<file path="config.mk">
export PLATFORM = sky130hd
export DESIGN_NAME = csv_field_tokenizer_top
export DESIGN_NICKNAME = d
export VERILOG_FILES = /design/src/rtl/core/cft_pkg.sv /design/src/rtl/core/cft_parse_fsm.sv /design/src/rtl/core/cft_out_reg.sv /design/src/rtl/core/csv_field_tokenizer_top.sv
export SDC_FILE = /design/constraint.sdc
export NUM_CORES = 1
export LEC_CHECK = 0
export BUFFER_PORTS_ARGS = -buffer_cell sky130_fd_sc_hd__buf_2
export CORE_UTILIZATION = 40
export CTS_CLUSTER_SIZE = 12
export DETAILED_ROUTE_END_ITERATION = 10
export PLACE_DENSITY = 0.69
export SLEW_MARGIN = 20
export SYNTH_ARGS = -nofsm -noshare
export SYNTH_HDL_FRONTEND = slang
export SYNTH_SLANG_ARGS = --single-unit
</file>
<file path="constraint.sdc">
create_clock -name clock -period 10.82 [get_ports clock]
set_input_delay 2.164 -clock clock [delete_from_list [all_inputs] [get_ports clock]]
set_output_delay 2.164 -clock clock [all_outputs]
set_load 0.005 [all_outputs]
</file>
<file path="src/rtl/core/cft_pkg.sv">
// Shared types, codes and character constants for the CSV field tokenizer.
// Depends on nothing; every other file of the block imports it.
package cft_pkg;

   // Counter widths of the tokenizer.
   localparam int ROW_BITS  = 24;
   localparam int COL_BITS  = 10;
   localparam int LEN_BITS  = 16;
   localparam int BYTE_BITS = 8;

   localparam logic [COL_BITS-1:0] COL_MAX = {COL_BITS{1'b1}};

   // Characters with a special meaning in CSV text.
   localparam logic [BYTE_BITS-1:0] CH_CR    = 8'h0D;
   localparam logic [BYTE_BITS-1:0] CH_LF    = 8'h0A;
   localparam logic [BYTE_BITS-1:0] CH_QUOTE = 8'h22;
   localparam logic [BYTE_BITS-1:0] CH_COMMA = 8'h2C;

   // Input beat kinds.
   localparam logic KIND_DATA = 1'b0;
   localparam logic KIND_EOF  = 1'b1;

   // Parser states; the two unused codes behave as the error state.
   typedef enum logic [2:0] {
      ST_START  = 3'd0,
      ST_QUOTED = 3'd1,
      ST_QQUOTE = 3'd2,
      ST_PLAIN  = 3'd3,
      ST_CR     = 3'd4,
      ST_ERROR  = 3'd5
   } parse_state_type;

   // Result event codes.
   typedef enum logic [1:0] {
      EV_CHAR  = 2'd0,
      EV_FIELD = 2'd1,
      EV_ROW   = 2'd2,
      EV_ERR   = 2'd3
   } event_type;

   // Error codes carried with an error event.
   typedef enum logic [1:0] {
      ERR_LONG = 2'd0,
      ERR_CR   = 2'd1,
      ERR_EOF  = 2'd2
   } err_code_type;

   // What one input beat does to the parser.
   typedef enum logic [2:0] {
      ACT_NONE  = 3'd0,
      ACT_CHAR  = 3'd1,
      ACT_FIELD = 3'd2,
      ACT_ROW   = 3'd3,
      ACT_ERR   = 3'd4
   } action_type;

   // One result beat.
   typedef struct packed {
      event_type             evt;
      logic [BYTE_BITS-1:0]  out_byte;
      logic [ROW_BITS-1:0]   row_index;
      logic [COL_BITS-1:0]   col_index;
      logic [LEN_BITS-1:0]   field_len;
      err_code_type          error_code;
   } rsp_type;

endpackage

</file>
<file path="src/rtl/core/cft_parse_fsm.sv">
// Parser state machine with row, column and field length counters.
// Turns one accepted input beat into at most one result beat; uses cft_pkg.
module cft_parse_fsm (
   input  logic                            clock,
   input  logic                            reset,
   input  logic                            accept,
   input  logic                            in_kind,
   input  logic [cft_pkg::BYTE_BITS-1:0]   in_byte,
   input  logic [cft_pkg::LEN_BITS-1:0]    max_field_len,
   output logic                            has_result,
   output cft_pkg::rsp_type                result
);
   import cft_pkg::*;

   parse_state_type        state_ff, state_in;
   logic [ROW_BITS-1:0]    row_ff, row_in;
   logic [COL_BITS-1:0]    col_ff, col_in;
   logic [LEN_BITS-1:0]    len_ff, len_in;
   action_type             act;
   err_code_type           err_code;
   parse_state_type        char_next;
   logic                   overflow;

   // A character is refused once the field already holds the limit.
   assign overflow = (len_ff >= max_field_len);

   // Next state and the action the beat takes.
   always_comb begin
      state_in  = state_ff;
      act       = ACT_NONE;
      err_code  = ERR_LONG;
      char_next = ST_PLAIN;
      if (in_kind == KIND_EOF) begin
         case (state_ff)
            ST_PLAIN, ST_QQUOTE: begin
               act = ACT_FIELD;
            end
            ST_QUOTED, ST_CR: begin
               act      = ACT_ERR;
               err_code = ERR_EOF;
            end
            default: begin
               act = ACT_NONE;
            end
         endcase
      end else begin
         case (state_ff)
            ST_START, ST_QQUOTE, ST_PLAIN: begin
               if (in_byte == CH_CR) begin
                  state_in = ST_CR;
               end else if (in_byte == CH_LF) begin
                  act = ACT_ROW;
               end else if (in_byte == CH_COMMA) begin
                  act = ACT_FIELD;
               end else if (in_byte == CH_QUOTE) begin
                  // A doubled quote yields one quote; a stray one opens quoting.
                  if (state_ff == ST_QQUOTE) begin
                     act       = ACT_CHAR;
                     char_next = ST_QUOTED;
                  end else begin
                     state_in = ST_QUOTED;
                  end
               end else begin
                  act = ACT_CHAR;
               end
            end
            ST_QUOTED: begin
               if (in_byte == CH_QUOTE) begin
                  state_in = ST_QQUOTE;
               end else begin
                  act       = ACT_CHAR;
                  char_next = ST_QUOTED;
               end
            end
            ST_CR: begin
               if (in_byte == CH_LF) begin
                  act = ACT_ROW;
               end else begin
                  act      = ACT_ERR;
                  err_code = ERR_CR;
               end
            end
            default: begin
               act = ACT_NONE;
            end
         endcase
      end

      // Field ends return to start; errors are sticky.
      case (act)
         ACT_CHAR: begin
            if (overflow) begin
               act      = ACT_ERR;
               err_code = ERR_LONG;
               state_in = ST_ERROR;
            end else begin
               state_in = char_next;
            end
         end
         ACT_FIELD, ACT_ROW: begin
            state_in = ST_START;
         end
         ACT_ERR: begin
            state_in = ST_ERROR;
         end
         default: begin
         end
      endcase
   end

   // Result beat and counter updates.
   always_comb begin
      has_result        = 1'b1;
      result.evt        = EV_CHAR;
      result.out_byte   = '0;
      result.row_index  = row_ff;
      result.col_index  = col_ff;
      result.field_len  = '0;
      result.error_code = ERR_LONG;
      row_in            = row_ff;
      col_in            = col_ff;
      len_in            = len_ff;
      case (act)
         ACT_CHAR: begin
            result.out_byte = in_byte;
            len_in          = len_ff + LEN_BITS'(1);
         end
         ACT_FIELD: begin
            result.evt       = EV_FIELD;
            result.field_len = len_ff;
            len_in           = '0;
            if (col_ff != COL_MAX) begin
               col_in = col_ff + COL_BITS'(1);
            end
         end
         ACT_ROW: begin
            result.evt       = EV_ROW;
            result.field_len = len_ff;
            len_in           = '0;
            col_in           = '0;
            row_in           = row_ff + ROW_BITS'(1);
         end
         ACT_ERR: begin
            result.evt        = EV_ERR;
            result.error_code = err_code;
         end
         default: begin
            has_result = 1'b0;
         end
      endcase
   end

   // State and counters advance on each accepted beat.
   always_ff @(posedge clock) begin
      if (reset) begin
         state_ff <= ST_START;
         row_ff   <= '0;
         col_ff   <= '0;
         len_ff   <= '0;
      end else if (accept) begin
         state_ff <= state_in;
         row_ff   <= row_in;
         col_ff   <= col_in;
         len_ff   <= len_in;
      end
   end

   // An error result leaves the parser in the error state.
   a_err_sticky: assert property (@(posedge clock) disable iff (reset)
      accept && has_result && result.evt == EV_ERR |=> state_ff == ST_ERROR)
      else $error("error result did not enter the error state");

   // Nothing is produced once in the error state.
   a_err_silent: assert property (@(posedge clock) disable iff (reset)
      accept && state_ff == ST_ERROR |-> !has_result)
      else $error("result produced in the error state");

   // A row end restarts the column count.
   a_row_clears_col: assert property (@(posedge clock) disable iff (reset)
      accept && has_result && result.evt == EV_ROW |=> col_ff == '0 && len_ff == '0)
      else $error("row end did not clear column and length");

endmodule

</file>
<file path="src/rtl/core/cft_out_reg.sv">
// Result register between the parser and the result channel.
// Holds one result beat until the consumer takes it; uses cft_pkg.
module cft_out_reg (
   input  logic               clock,
   input  logic               reset,
   input  logic               load,
   input  cft_pkg::rsp_type   load_data,
   input  logic               out_stall,
   output logic               out_valid,
   output cft_pkg::rsp_type   out_data,
   output logic               can_load
);
   import cft_pkg::*;

   logic    valid_ff, valid_in;
   rsp_type data_ff;

   // The register may be refilled when empty or when its beat leaves now.
   assign can_load = !valid_ff || !out_stall;

   always_comb begin
      valid_in = valid_ff;
      if (can_load) begin
         valid_in = load;
      end
   end

   always_ff @(posedge clock) begin
      if (reset) begin
         valid_ff <= 1'b0;
      end else begin
         valid_ff <= valid_in;
      end
   end

   // Payload register, no reset needed.
   always_ff @(posedge clock) begin
      if (can_load && load) begin
         data_ff <= load_data;
      end
   end

   assign out_valid = valid_ff;
   assign out_data  = data_ff;

   // A load while the held beat is stalled would lose that beat.
   a_no_overwrite: assert property (@(posedge clock) disable iff (reset)
      valid_ff && out_stall |=> valid_ff && $stable(data_ff))
      else $error("held result was overwritten");

endmodule

</file>
<file path="src/rtl/core/csv_field_tokenizer_top.sv">
// Top level of the CSV field tokenizer: configuration register and channels.
// Instantiates cft_parse_fsm and cft_out_reg; uses cft_pkg.
//
//   Channel   Dir  Handshake               Payload
//   req_      in   req_valid / req_stall   kind, data_byte
//   rsp_      out  rsp_valid / rsp_stall   event, byte, row, col, length, error
//   csr_      in   csr_valid / csr_ready   max_field_len
//
// One input beat is accepted per cycle while req_stall is low; its result, if any,
// appears in the next cycle. The parser state is one register stage.
// Reset is synchronous and returns the parser to start and max_field_len to 4095.
// req_stall rises only while a result is held and rsp_stall is high.
module csv_field_tokenizer_top (
   input  logic                           clock,
   input  logic                           reset,
   input  logic                           req_valid,
   output logic                           req_stall,
   input  logic                           req_kind,
   input  logic [cft_pkg::BYTE_BITS-1:0]  req_data_byte,
   output logic                           rsp_valid,
   input  logic                           rsp_stall,
   output logic [1:0]                     rsp_event_res,
   output logic [cft_pkg::BYTE_BITS-1:0]  rsp_out_byte,
   output logic [cft_pkg::ROW_BITS-1:0]   rsp_row_index,
   output logic [cft_pkg::COL_BITS-1:0]   rsp_col_index,
   output logic [cft_pkg::LEN_BITS-1:0]   rsp_field_len,
   output logic [1:0]                     rsp_error_code,
   input  logic                           csr_valid,
   output logic                           csr_ready,
   input  logic [cft_pkg::LEN_BITS-1:0]   csr_max_field_len
);
   import cft_pkg::*;

   logic [LEN_BITS-1:0] max_len_ff;
   logic                accept;
   logic                can_load;
   logic                has_result;
   rsp_type             result;
   rsp_type             rsp_data;

   // Configuration register, always ready.
   assign csr_ready = 1'b1;

   always_ff @(posedge clock) begin
      if (reset) begin
         max_len_ff <= LEN_BITS'(4095);
      end else if (csr_valid && csr_ready) begin
         max_len_ff <= csr_max_field_len;
      end
   end

   // A beat is taken whenever the result register can accept its outcome.
   assign req_stall = !can_load;
   assign accept    = req_valid && can_load;

   cft_parse_fsm u_parse (
      .clock         (clock),
      .reset         (reset),
      .accept        (accept),
      .in_kind       (req_kind),
      .in_byte       (req_data_byte),
      .max_field_len (max_len_ff),
      .has_result    (has_result),
      .result        (result)
   );

   cft_out_reg u_out (
      .clock     (clock),
      .reset     (reset),
      .load      (accept && has_result),
      .load_data (result),
      .out_stall (rsp_stall),
      .out_valid (rsp_valid),
      .out_data  (rsp_data),
      .can_load  (can_load)
   );

   // Result fields onto their ports.
   assign rsp_event_res  = rsp_data.evt;
   assign rsp_out_byte   = rsp_data.out_byte;
   assign rsp_row_index  = rsp_data.row_index;
   assign rsp_col_index  = rsp_data.col_index;
   assign rsp_field_len  = rsp_data.field_len;
   assign rsp_error_code = rsp_data.error_code;

endmodule

</file>
# Yosys cells after proc, flatten, opt, wreduce, memory -nomap -nowiden
# Index checks and enable logic that the tools add are counted.
# classes
reduce_logical,21
n_eq_ne,24
mux,41
addsub,3
magnitude_cmp,1
# ops
cell,n
3-bit two-way mux,20
16-bit one-hot mux with 2 select lines,1
"24-bit by 1-bit adder with 24-bit output, second input constant",1
10-bit one-hot mux with 2 select lines,1
"3-bit by 2-bit equality test with 1-bit output, second input constant",6
"6-bit by 5-bit != test with 1-bit output, second input constant",3
3-bit one-hot mux with 2 select lines,3
3-bit one-hot mux with 3 select lines,2
"16-bit by 1-bit adder with 16-bit output, second input constant",1
"8-bit by 4-bit equality test with 1-bit output, second input constant",2
"8-bit by 6-bit equality test with 1-bit output, second input constant",2
16-bit >= comparator,1
2-bit two-way mux,7
"10-bit by 1-bit adder with 10-bit output, second input constant",1
10-bit two-way mux,1
"10-bit != test, second input constant",1
"3-bit by 1-bit equality test with 1-bit output, second input constant",3
"3-bit equality test, second input constant",3
8-bit AND reduction,1
2-bit OR reduction,4
"6-bit by 1-bit != test with 1-bit output, second input constant",1
2-bit one-hot mux with 3 select lines,1
1-bit two-way mux,5
"5-bit by 1-bit != test with 1-bit output, second input constant",1
other kinds (12),18
# totals
inputBits,30
reg_bits,132
out_inout_bits,65
wordCells,102

# Longest topological paths before layout
# Gate-level depths: netlist of run 1.
# logic_depth
ltp_word,15
depth_mapped,10
mapped_depth_nobuf,9

# Cells and area by module
# A second synthesis of run 1 with hierarchy kept.
# hier_totals
hier_cells,577
hier_area_um2,6043.3
# by_module_without_submodules
module,n_inst,seq_area_each_um2,area_each_um2,cells_each
cft_parse_fsm,1,1061.0,3493.4,452
cft_out_reg,1,1881.8,1900.6,67
csv_field_tokenizer_top,1,320.3,649.4,58

# Worst setup path before layout of run 1
# Ideal clock, no wire load.
# synth_timing
kind,in2reg
from,in req_data_byte[7] in the netlist's numbering
to,reg u_out.data_ff (netlist bit u_out.out_data[0]) (enable)
arrival_time_ps,4858
stages,5
n_path_buf,0
setup_slack_ps,5535
setup_ps,427
t_required_ps,10393
cell_sequence,or3_4 > o41ai_1 > o311a_1 > or3_1 > and2_1
# synth_via
elab_chain_len,14
elab_cells_between_ends,23
classes_between,9 x eq/ne; 11 x mux; 3 x reduce/logical
# synth_rtl
element,line_no,source
from (decl),csv_field_tokenizer_top.sv:19,"input logic [cft_pkg::BYTE_BITS-1:0] req_data_byte,"
8-bit by 6-bit equality test with 1-bit output,"cft_parse_fsm.sv:55, cft_parse_fsm.sv:68",
1-bit two-way mux,cft_parse_fsm.sv:55,end else if (in_byte == CH_QUOTE) begin
3-bit two-way mux,cft_parse_fsm.sv:53,end else if (in_byte == CH_COMMA) begin
3-bit two-way mux,cft_parse_fsm.sv:51,end else if (in_byte == CH_LF) begin
3-bit two-way mux,cft_parse_fsm.sv:49,if (in_byte == CH_CR) begin
3-bit one-hot mux with 3 select lines *,cft_parse_fsm.sv:47,case (state_ff)
3-bit two-way mux *,cft_parse_fsm.sv:33,if (in_kind == KIND_EOF) begin
3-bit by 1-bit equality test with 1-bit output / 3-bit two-way mux (equally long branches),"cft_parse_fsm.sv:90, cft_parse_fsm.sv:92",
3-bit two-way mux *,cft_parse_fsm.sv:90,case (act)
"3-bit by 1-bit equality test with 1-bit output, or another cell as far along",cft_parse_fsm.sv:123,case (act)
4-bit OR reduction (no line) *,--,
1-bit two-way mux *,cft_parse_fsm.sv:123,
1-bit logical AND *,csv_field_tokenizer_top.sv:70,".load (accept && has_result),"
1-bit logical AND *,cft_out_reg.sv:38,if (can_load && load) begin
to (signal assigned),cft_out_reg.sv:39,data_ff <= load_data;
to (decl),cft_out_reg.sv:16,rsp_type data_ff;
# Mark *: on every way between the ends. The rest lies on a longest branch, timed or not.
# A chain may end at the register's enable or synchronous reset.

# Worst setup path in the final report of run 1
# layout_timing
from,in req_data_byte[7] in the netlist's numbering
to,reg u_out.data_ff (netlist bit u_out.out_data[50]) (enable)
# The elaborated chain is that of the path after synthesis.

==> out/results.md, run 1 <==
### Status
• **run status** complete, no violations

### STA
• **TNS Setup** 0 ns
• **setup repair after global routing missed its margin** false
• **Tmin final** 5.17 ns
• **number of pins exceeding their max-slew limit in the final report** 0
• **# setup viols final** 0
• **Max Freq** 0.193 GHz
• **share of the clock period used by the worst path after layout** 47.8%
• **pin slew with the least headroom to its limit** 0.826 ns
• **slew margin rel.** 44.4%
• **final number of hold-violating endpoints** 0
• **skew final** 0.0100 ns

### Yosys
• **syn nets** 601
• **predominant post-synthesis flop cell** sky130_fd_sc_hd__dfxtp_1
• **cells after synthesis** 552
• **top post-synthesis cells by count** sky130_fd_sc_hd__dfxtp_1, sky130_fd_sc_hd__edfxtp_1, sky130_fd_sc_hd__nand2_1, sky130_fd_sc_hd__nor2_1, sky130_fd_sc_hd__a21oi_1
• **share of the yosys chip area belonging to registers** 55.6%
• **adder and majority gate portion of the synthesized area** 4.05%
• **largest area contributor in the synthesized netlist** sky130_fd_sc_hd__edfxtp_1
• **share of cell area taken by muxes after synthesis** 1.22%
• **number of distinct library cells after synthesis** 60
• **simple-gate area share of the yosys netlist** 20.6%
• **Yosys Warn Count** 0
• **count of flip-flops with a built-in enable after synthesis** 62
• **most frequent cell after synthesis** sky130_fd_sc_hd__dfxtp_1
• **fraction of post-synthesis cell area in the top cell type by area** 31.7%
• **largest family of logic cells by synthesized area** simple AND/OR/NAND/NOR gates
• **leading cell types by total area after synthesis** sky130_fd_sc_hd__edfxtp_1, sky130_fd_sc_hd__dfxtp_1, sky130_fd_sc_hd__ha_1, sky130_fd_sc_hd__nand2_1, sky130_fd_sc_hd__a21oi_1
• **flip-flop and latch count after synthesis** 132
• **Avg Inst Size Synth** 10.6 um^2
• **Syn Std Cell Area** 5870 um^2
• **complex-gate fraction of the synthesized area** 10.7%
• **post-synthesis share of cell area spent on xor and xnor gates** 4.18%
• **fraction of registers with async set/reset** 0%

### Final layout
• **fin nets** 691
• **antenna cell count** 0
• **area growth from synthesis to layout** 20.5%
• **fraction of final layout cells with drive strength greater than 1** 21.8%
• **Storage cell area** 3260 um^2
• **Final Non-Filler Cells** 835
• **area of the multi-input gates** 2400 um^2
• **count of fill cells added during filler insertion** 1291

### Clock network
• **Hold Buf Count CTS** 0
• **CTS buffer count** 17
• **maximum clock insertion buffer count** 2
• **Clock Root Buffer** sky130_fd_sc_hd__clkbuf_16
• **post-CTS repair timing setup buffer count** 0
• **Resize count post-CTS** 0
• **clock tree from TritonCTS** built
• **clock-pin slew on the worst setup and hold paths** 0.06 ns
• **Clk Latency, worst-skew pair** 0.42 ns
• **# clock sinks** 132
• **H-tree levels** 4

### GRT
• **antenna violations before repair** 0
• **met1 usage in global routing** 24.1%
• **most utilized layer in the global route result** met2
• **vias in the first global route** 4305
• **GR Util All Layers** 18.0%
• **total gr overflow** 0
• **Global Route met3 Usage** 4.94%
• **global-route wire length before repair** 20900 um
• **met2 routing resource usage after global routing** 27.6%
• **pin count of the biggest net entering global routing** 40

### Worst setup path
• **total stage count of the critical path** 7
• **max incr delay on CP** 0.75 ns
• **Worst Setup Start Kind** primary input
• **cell type group with the largest total delay on the critical path** compound AO/OA/AOI/OAI gates
• **cells along the critical path** buf_2 > or3_4 > o41ai_1 > o311a_1 > or3_1 > and2_2 > buf_4
• **category of the critical setup timing path** in -> reg
• **logic depth of the worst register-to-register path** 7
• **Buf/Inv on CP** 2
• **type of destination of the critical path** flip-flop
• **largest fanout on the critical path** 39
• **slowest CP cell** sky130_fd_sc_hd__o311a_1
• **data arrival time at the worst-slack endpoint** 5.22 ns
• **Required @ worst endpoint** 10.87 ns

### Die
• **starting utilization of the core area** 41.6%
• **standard-cell rows** 43
• **vertical extent of the die** 123 um
• **total core area** 14100 um^2
• **Total Die Area** 15200 um^2
• **number of top-level pins** 95
• **die width** 123 um

### Drt
• **number of nets with antenna violations after detailed routing** 0
• **Pre-antenna DRT Iters** 6
• **count of routing violations after the opening detailed-route iteration** 310
• **post-detailed-routing wire length** 13000 um
• **average detailed-routed wire length per instance** 15.5 um
• **detailed-route via count** 4523
• **DRC violations left** 0
• **via-per-instance ratio** 5.42

### Worst hold path
• **hold path depth** 0
• **Hold Crit Class** reg -> reg

### Placement
• **weighted congestion at the end of routability-driven global placement** 0.809
• **detailed-placement wirelength estimate** 8910 um
• **placed insts** 803
• **count of buffers inserted at the top-level ports** 93

### Power
• **highest ir drop seen on vdd** 0.000140 V
• **pwr/cell area** 202 nW/um^2
• **standby leakage power** 2.79 nW

### Run
• **number of violations of the max-capacitance limit** 0

-- where the power goes --
part / internal, mW / switching (mW) / total [mW]
clock network: 0.346 / 0.228 / 0.574
logic: 0.0836 / 0.145 / 0.229
registers: 0.601 / 0.0283 / 0.629
total: 1.03 / 0.402 / 1.43
-- area by class of cell --
type / instances / share of cell area (%)
Tap cell: 180 / 3.18
Timing Repair Buffer: 96 / 6.90
Clock buffer: 17 / 6.01
Sequential cell: 132 / 46.1
Clock inverter: 15 / 2.44
Multi-Input combinational cell: 370 / 34.0
Inverter: 25 / 1.33
-- through the flow --
stage	power, mW	hold slack [ns]	cell area [um^2]	utilization (%)	setup WS, ns
3_5_place_dp	0.868	0.451	6470	45.9	5.26
5_1_grt	1.50	0.477	7070	50.2	5.45
6_report	1.43	0.463	7070	50.2	5.65
3_3_place_gp	0.861	0.439	6470	45.9	5.36
2_1_floorplan	0.774	0.428	5870	-	5.54
4_1_cts	1.44	0.466	7070	50.1	5.67
-- cells by family (layout without fill, tap and decap cells) --
logic type / Yosys count / in the layout
AO/OA/AOI/OAI: 95 / 95
XOR/XNOR: 28 / 28
adder cells (fa/ha/maj): 19 / 19
buffers and inverters: 50 / 153
flip-flops: 132 / 132
multiplexers: 7 / 7
other: 1 / 1
AND/OR/NAND/NOR: 220 / 220
-- metal layers --
layer | wire (um) | vias to the layer above
li1 | - | 2193
met1 | 6000 | 2167
met2 | 6090 | 144
met3 | 726 | 19
met4 | 167 | 0
met5 | 0 | -
-- layout by cell type (no fill, tap or decap), drive strengths merged, types with 15 or more instances in the layout --
master,count
ha,19
buf,96
dfxtp,70
edfxtp,62
o21ai,19
nand2,51
nor2,40
inv,31
nand3,15
xnor2,17
a21oi,34
clkbuf,17
and2,28
-- state kept, by name, indices dropped and copies added, names as in the netlist --
signal and count:
u_parse.row_ff 24, u_parse.col_ff 10, max_len_ff 16, u_parse.len_ff 16, u_out.out_valid 1, u_parse.state_ff 3, u_out.out_data 62
-- path summary, 6_finish.rpt --
path	from	endpoint	slack (ns)
setup / recovery	req_data_byte[7]	u_out.out_data[50]$_DFFE_PP_	5.65
hold / removal	u_parse.row_ff[23]$_SDFFE_PP0P_	u_out.out_data[51]$_DFFE_PP_	0.46
hold reg to reg	u_parse.row_ff[23]$_SDFFE_PP0P_	u_out.out_data[51]$_DFFE_PP_	0.46
setup reg to reg	u_parse.state_ff[0]$_SDFFE_PP0P_	u_out.out_data[50]$_DFFE_PP_	7.42
No activity file was read; power rests on OpenSTA's default activity.
==> run 2: changes to the inputs <==
==> constraint.sdc (replaced) <==
create_clock -name clock -period 5.1 [get_ports clock]
set_input_delay 1.02 -clock clock [delete_from_list [all_inputs] [get_ports clock]]
set_output_delay 1.02 -clock clock [all_outputs]
set_load 0.005 [all_outputs]
==> run 2 against run 1 <==
  * Via count shrank 1.4%
  * First-iteration DRC count grew 21%
  * Design area shrank 0.37%
  * Utilization shrank 0.19 points
  * Highest routed layer unchanged
  * Register-to-register slack lost 5.8 ns
  * Sequential power grew 110%
  * Combinational power grew 110%
  * Cell count is the same
  * Flip-flop and latch count is the same
  * Die area is the same
  * Clock power grew 100%
  * Clock-buffer cell count is the same
==> out/results.md, run 2 (synthesis gave the netlist of run 1 again) <==
### Status
• **run status** complete, no violations

### Drt
• **count of routing violations after the opening detailed-route iteration** 374
• **number of nets with antenna violations after detailed routing** 0
• **detailed-route via count** 4458
• **average detailed-routed wire length per instance** 15.4 um
• **Pre-antenna DRT Iters** 5
• **post-detailed-routing wire length** 12800 um
• **via-per-instance ratio** 5.34
• **DRC violations left** 0

### STA
• **pin slew with the least headroom to its limit** 0.918 ns
• **Max Freq** 0.263 GHz
• **# setup viols final** 0
• **Tmin final** 3.81 ns
• **share of the clock period used by the worst path after layout** 74.7%
• **final number of hold-violating endpoints** 0
• **setup repair after global routing missed its margin** false
• **TNS Setup** 0 ns
• **skew final** 0.00828 ns
• **slew margin rel.** 38.8%
• **number of pins exceeding their max-slew limit in the final report** 0

### GRT
• **total gr overflow** 0
• **pin count of the biggest net entering global routing** 40
• **global-route wire length before repair** 21100 um
• **vias in the first global route** 4352
• **GR Util All Layers** 18.2%
• **antenna violations before repair** 0

### Final layout
• **fraction of final layout cells with drive strength greater than 1** 21.7%
• **final core utilization** 50.0%
• **antenna cell count** 0
• **area growth from synthesis to layout** 20.1%
• **commonest cells after routing, fill and taps aside** sky130_fd_sc_hd__buf_2, sky130_fd_sc_hd__dfxtp_1, sky130_fd_sc_hd__edfxtp_1
• **final cell area excluding filler cells** 7050 um^2
• **Final Non-Filler Cells** 835
• **Storage cell area** 3260 um^2
• **area of the multi-input gates** 2400 um^2
• **most frequent standard cell in the layout excluding fill and tap cells** sky130_fd_sc_hd__buf_2
• **fin nets** 692
• **count of fill cells added during filler insertion** 1267
• **flip-flop count of the largest register after layout** 62

### Worst setup path
• **category of the critical setup timing path** in -> reg
• **type of destination of the critical path** flip-flop
• **Required @ worst endpoint** 5.18 ns
• **largest fanout on the critical path** 39
• **data arrival time at the worst-slack endpoint** 3.89 ns
• **Worst Setup Start Kind** primary input

### Clock network
• **clock tree from TritonCTS** built
• **Clock Root Buffer** sky130_fd_sc_hd__clkbuf_16
• **# clock sinks** 132
• **H-tree levels** 4
• **Clk Latency, worst-skew pair** 0.41 ns
• **maximum clock insertion buffer count** 2
• **post-CTS repair timing setup buffer count** 0
• **Hold Buf Count CTS** 0
• **clock-pin slew on the worst setup and hold paths** 0.06 ns
• **CTS buffer count** 17
• **Resize count post-CTS** 0

### Die
• **starting utilization of the core area** 41.6%
• **standard-cell rows** 43
• **Total Die Area** 15200 um^2
• **number of top-level pins** 95
• **vertical extent of the die** 123 um
• **total core area** 14100 um^2
• **die width** 123 um

### Power
• **Overall Power** 2.98 mW
• **highest ir drop seen on vdd** 0.000298 V
• **standby leakage power** 2.78 nW
• **pwr/cell area** 423 nW/um^2

### Worst hold path
• **Hold Crit Class** reg -> reg

### Placement
• **Post-Place Cell Area** 6480 um^2
• **detailed-placement wirelength estimate** 8960 um
• **placed insts** 804
• **count of buffers inserted at the top-level ports** 93
• **weighted congestion at the end of routability-driven global placement** 0.839

### Run
• **number of violations of the max-capacitance limit** 0

==> run 2: cell count changes in the layout (fill, tap and decap cells not counted), sizes merged <==
cell / previous run / this run
buf: 96 / 97
clkinv: 5 / 9
inv: 31 / 26
==> run 2: critical path, cell delays in order <==
cell	delay (ns)
sky130_fd_sc_hd__buf_2	0.12
sky130_fd_sc_hd__or3b_1	0.44
sky130_fd_sc_hd__nor4_1	0.39
sky130_fd_sc_hd__o21ai_2	0.15
sky130_fd_sc_hd__nand2_1	0.35
sky130_fd_sc_hd__or3_1	0.20
sky130_fd_sc_hd__and2_2	0.76
sky130_fd_sc_hd__buf_4	0.45
==> run 2: power breakdown <==
group / internal [mW] / switching (mW)
registers: 1.28 / 0.0570
logic: 0.180 / 0.307
clock network: 0.712 / 0.448
total: 2.17 / 0.812
==> run 2: through the flow <==
step	worst slack [ns]	hold WS (ns)
final	1.29	0.458
after global routing	0.977	0.473
after CTS	1.28	0.458
after detailed placement	0.888	0.438
after global placement	1.02	0.437
after floorplan	0.959	0.428
==> run 2: metal layers <==
| layer | up-vias | GRT usage (%) | part of all wire [%] |
|---|---|---|---|
| met2 | 123 | 28.9 | 48 |
| li1 | 2196 | - | - |
| met4 | 0 | 6.48 | 0.97 |
| met5 | - | 0 | 0 |
| met3 | 8 | 4.98 | 5.5 |
| met1 | 2131 | 23.7 | 46 |
==> run 2: layout make-up <==
cell class              count  area share [%]
multi-input cells         370            34.1
repair buffers             97            7.03
inverters                  25            1.33
well taps                 180            3.20
clock buffers              17            6.04
clock inverters            14            1.97
flip-flops and latches    132            46.3
==> run 2: final timing paths <==
| path | startpoint | endpoint | slack (ns) | depth (start not counted) |
|---|---|---|---|---|
| setup / recovery | req_data_byte[0] | u_out.out_data[60]$_DFFE_PP_ | 1.29 | 8 |
| hold / removal | u_parse.row_ff[23]$_SDFFE_PP0P_ | u_out.out_data[51]$_DFFE_PP_ | 0.46 | 0 |
| setup reg to reg | u_parse.state_ff[0]$_SDFFE_PP0P_ | u_out.out_data[60]$_DFFE_PP_ | 1.62 | 7 |
| hold reg to reg | u_parse.row_ff[23]$_SDFFE_PP0P_ | u_out.out_data[51]$_DFFE_PP_ | 0.46 | 0 |
==> run 3: changes to the inputs <==
--- a/config.mk
+++ b/config.mk
@@ -5,11 +5,12 @@
 export SDC_FILE = /design/constraint.sdc
 export NUM_CORES = 1
 export LEC_CHECK = 0
+export ABC_AREA = 1
 export BUFFER_PORTS_ARGS = -buffer_cell sky130_fd_sc_hd__buf_2
 export CORE_UTILIZATION = 40
 export CTS_CLUSTER_SIZE = 12
 export DETAILED_ROUTE_END_ITERATION = 10
-export PLACE_DENSITY = 0.69
+export PLACE_DENSITY = 0.71
 export SLEW_MARGIN = 20
 export SYNTH_ARGS = -nofsm -noshare
 export SYNTH_HDL_FRONTEND = slang
==> constraint.sdc (replaced) <==
create_clock -name clock -period 3.3 [get_ports clock]
set_input_delay 0.66 -clock clock [delete_from_list [all_inputs] [get_ports clock]]
set_output_delay 0.66 -clock clock [all_outputs]
set_load 0.005 [all_outputs]
==> run 3 against run 2 <==
  * Global-route usage down 0.41 points
  * Register-to-register slack worse by 0.99 ns
  * Via count up 20%
  * Design area up 9.8%
  * Critical path depth up 5
  * Clock-buffer cell count up 3
  * Area after synthesis up 10%
  * Cell count up 31%
  * Clock skew up 0.0023 ns
  * Critical endpoint is now u_out.out_data[38]$_DFFE_PP_
  * Largest power group unchanged
  * Highest routed layer unchanged
==> out/results.md, run 3 <==
### Status
• **run status** complete, no violations

### Power
• **reported net switching power** 1.17 mW
• **clock network fraction of total power** 41.7%
• **register share of total power** 44.3%
• **switching portion of total power** 26.4%
• **pwr/cell area** 575 nW/um^2
• **standby leakage power** 3.15 nW
• **part of the power in combinational logic** 14.0%
• **internal power contribution** 3.27 mW
• **highest ir drop seen on vdd** 0.000354 V

### Yosys
• **Syn Std Cell Area** 6460 um^2
• **simple-gate area share of the yosys netlist** 25.2%
• **post-synthesis share of cell area spent on xor and xnor gates** 4.61%
• **top post-synthesis cells by count** sky130_fd_sc_hd__nand2_1, sky130_fd_sc_hd__nor2_1, sky130_fd_sc_hd__inv_1, sky130_fd_sc_hd__dfxtp_1, sky130_fd_sc_hd__a21oi_1
• **Avg Inst Size Synth** 8.40 um^2
• **share of the yosys chip area belonging to registers** 50.5%
• **fraction of registers with async set/reset** 0%
• **Yosys Warn Count** 0
• **count of flip-flops with a built-in enable after synthesis** 62
• **share of cell area taken by muxes after synthesis** 0%
• **flip-flop and latch count after synthesis** 132
• **largest family of logic cells by synthesized area** simple AND/OR/NAND/NOR gates
• **fraction of post-synthesis cell area in the top cell type by area** 28.8%
• **cells after synthesis** 769
• **most frequent cell after synthesis** sky130_fd_sc_hd__nand2_1
• **predominant post-synthesis flop cell** sky130_fd_sc_hd__dfxtp_1
• **syn nets** 818
• **number of distinct library cells after synthesis** 38
• **complex-gate fraction of the synthesized area** 9.11%
• **adder and majority gate portion of the synthesized area** 3.68%
• **largest area contributor in the synthesized netlist** sky130_fd_sc_hd__edfxtp_1
• **leading cell types by total area after synthesis** sky130_fd_sc_hd__edfxtp_1, sky130_fd_sc_hd__dfxtp_1, sky130_fd_sc_hd__nand2_1, sky130_fd_sc_hd__nor2_1, sky130_fd_sc_hd__a21oi_1

### Worst setup path
• **Worst Setup Start Kind** flip-flop
• **max incr delay on CP** 0.47 ns
• **cells along the critical path** inv_2 > nor3_2 > nand2_1 > nand2_1 > inv_2 > nand2_2 > nand2_4 > nor2_4 > nor2_1 > nand2_1 > nand2_1 > clkinvlp_4 > buf_4
• **data arrival time at the worst-slack endpoint** 2.73 ns
• **logic depth of the worst register-to-register path** 13
• **category of the critical setup timing path** reg -> reg
• **Crit. Startpoint** u_parse.state_ff[0]$_SDFFE_PP0P_
• **Required @ worst endpoint** 3.35 ns
• **Worst R2R End** u_out.out_data[38]$_DFFE_PP_
• **type of destination of the critical path** flip-flop
• **cell with the most instances on the worst path** sky130_fd_sc_hd__nand2_1
• **register-to-register setup slack** 0.63 ns
• **largest fanout on the critical path** 46
• **slowest CP cell** sky130_fd_sc_hd__buf_4
• **launching point of the worst reg2reg path** u_parse.state_ff[0]$_SDFFE_PP0P_

### STA
• **Tmin final** 2.67 ns
• **final number of hold-violating endpoints** 0
• **# setup viols final** 0
• **number of pins exceeding their max-slew limit in the final report** 0
• **share of the clock period used by the worst path after layout** 81.0%
• **slew margin rel.** 56.2%
• **minimum setup slack in the final design** 0.627 ns
• **pin slew with the least headroom to its limit** 0.657 ns
• **TNS Setup** 0 ns
• **skew final** 0.0106 ns
• **Max Freq** 0.374 GHz
• **setup repair after global routing missed its margin** false

### Clock network
• **Hold Buf Count CTS** 0
• **# clock sinks** 132
• **Resize count post-CTS** 0
• **CTS buffer count** 17
• **clock tree from TritonCTS** built
• **H-tree levels** 4
• **maximum clock insertion buffer count** 2
• **Clock Root Buffer** sky130_fd_sc_hd__clkbuf_16
• **clock-pin slew on the worst setup and hold paths** 0.06 ns
• **post-CTS repair timing setup buffer count** 0
• **Clk Latency, worst-skew pair** 0.42 ns

### Final layout
• **final core utilization** 48.9%
• **flip-flop count of the largest register after layout** 62
• **antenna cell count** 0
• **Final Non-Filler Cells** 1097
• **fin nets** 917
• **commonest cells after routing, fill and taps aside** sky130_fd_sc_hd__nand2_1, sky130_fd_sc_hd__nor2_1, sky130_fd_sc_hd__buf_2
• **fraction of final layout cells with drive strength greater than 1** 19.4%
• **area growth from synthesis to layout** 19.8%
• **most frequent standard cell in the layout excluding fill and tap cells** sky130_fd_sc_hd__nand2_1
• **final cell area excluding filler cells** 7740 um^2

### Die
• **vertical extent of the die** 129 um
• **number of top-level pins** 95
• **starting utilization of the core area** 40.8%
• **total core area** 15800 um^2
• **die width** 129 um
• **Total Die Area** 16700 um^2
• **standard-cell rows** 46

### Placement
• **Post-Place Cell Area** 7150 um^2
• **dpl ws** 0.307 ns
• **detailed-placement wirelength estimate** 9810 um
• **weighted congestion at the end of routability-driven global placement** 0.901
• **placed insts** 1065
• **count of buffers inserted at the top-level ports** 93

### Worst hold path
• **Hold Crit Class** in -> reg
• **worst hold endpoint** max_len_ff[8]$_SDFFE_PP1P_
• **hold path start** csr_max_field_len[8]
• **hold path depth** 3

### Drt
• **detailed-route via count** 5359
• **via-per-instance ratio** 4.89
• **number of nets with antenna violations after detailed routing** 0
• **average detailed-routed wire length per instance** 12.8 um
• **post-detailed-routing wire length** 14100 um
• **count of routing violations after the opening detailed-route iteration** 304
• **Pre-antenna DRT Iters** 5
• **DRC violations left** 0

### Run
• **number of violations of the max-capacitance limit** 0

### GRT
• **GR Util All Layers** 17.8%
• **pin count of the biggest net entering global routing** 53
• **total gr overflow** 0
• **antenna violations before repair** 0
• **global-route wire length before repair** 23000 um
• **vias in the first global route** 4772

[run 3: cell types whose count changed after synthesis, moves of 13 or more]
cell and change:
sky130_fd_sc_hd__nand3_1 +28, sky130_fd_sc_hd__xor2_1 +17, sky130_fd_sc_hd__nor2_1 +55, sky130_fd_sc_hd__nand2_1 +114
sky130_fd_sc_hd__a21oi_1 +29, sky130_fd_sc_hd__and2_1 -26, sky130_fd_sc_hd__nor3_1 +20, sky130_fd_sc_hd__inv_1 +55
sky130_fd_sc_hd__or3_1 -13, sky130_fd_sc_hd__o211ai_1 -14
[run 3: power by group through the flow]
stage | sequential (mW) | combinational, mW | clock [mW]
floorplan | 2.02 | 0.357 | 0
global placement | 2.00 | 0.621 | 0
detailed placement | 2.00 | 0.628 | 0
CTS | 1.97 | 0.631 | 1.88
global route | 1.98 | 0.703 | 1.96
finish | 1.97 | 0.623 | 1.85
[run 3: final cells by class]
type                       count  area (um^2)
fill                        1516         8090
multi-input combinational    528         2760
inverter                      89          343
clock inverter                12          129
timing repair buffer         100          518
clock buffer                  20          457
sequential                   132         3260
tap                          216          270
[run 3: worst max path at each step]
stage	depth (start not counted)	to
after detailed placement	15	u_out.out_data[38]$_DFFE_PP_
after global routing	13	u_out.out_data[39]$_DFFE_PP_
after global placement	15	u_out.out_data[38]$_DFFE_PP_
after CTS	13	u_out.out_data[38]$_DFFE_PP_
final	13	u_out.out_data[38]$_DFFE_PP_
after floorplan	12	u_out.out_data[0]$_SDFFCE_PP0P_
[run 3: metrics by stage]
stage                     power [mW]  hold WS [ns]
after floorplan                 2.38         0.430
after global routing            4.64         0.443
after CTS                       4.48         0.438
after detailed placement        2.63         0.458
final                           4.44         0.448
after global placement          2.63         0.454
[run 3: critical path: cells and delay by family (launching register included)]
family | cells | cell delay (ns)
flip-flops | 1 | 0.43
AND/OR/NAND/NOR | 9 | 1.14
buffers and inverters | 4 | 0.68
[run 3: cell families after synthesis]
| logic type | Yosys count |
|---|---|
| flops | 132 |
| fa+ha+maj | 19 |
| compound gates | 104 |
| xor+xnor | 34 |
| simple gates | 370 |
| other cells | 1 |
| buf+inv | 109 |
[run 3: per-layer routing]
layer,GRT usage (%),up-vias,routed length [um]
li1,-,2732,-
met2,28.1,124,6500
met4,6.78,0,195
met1,23.4,2484,6790
met5,0,-,0
met3,4.71,19,602
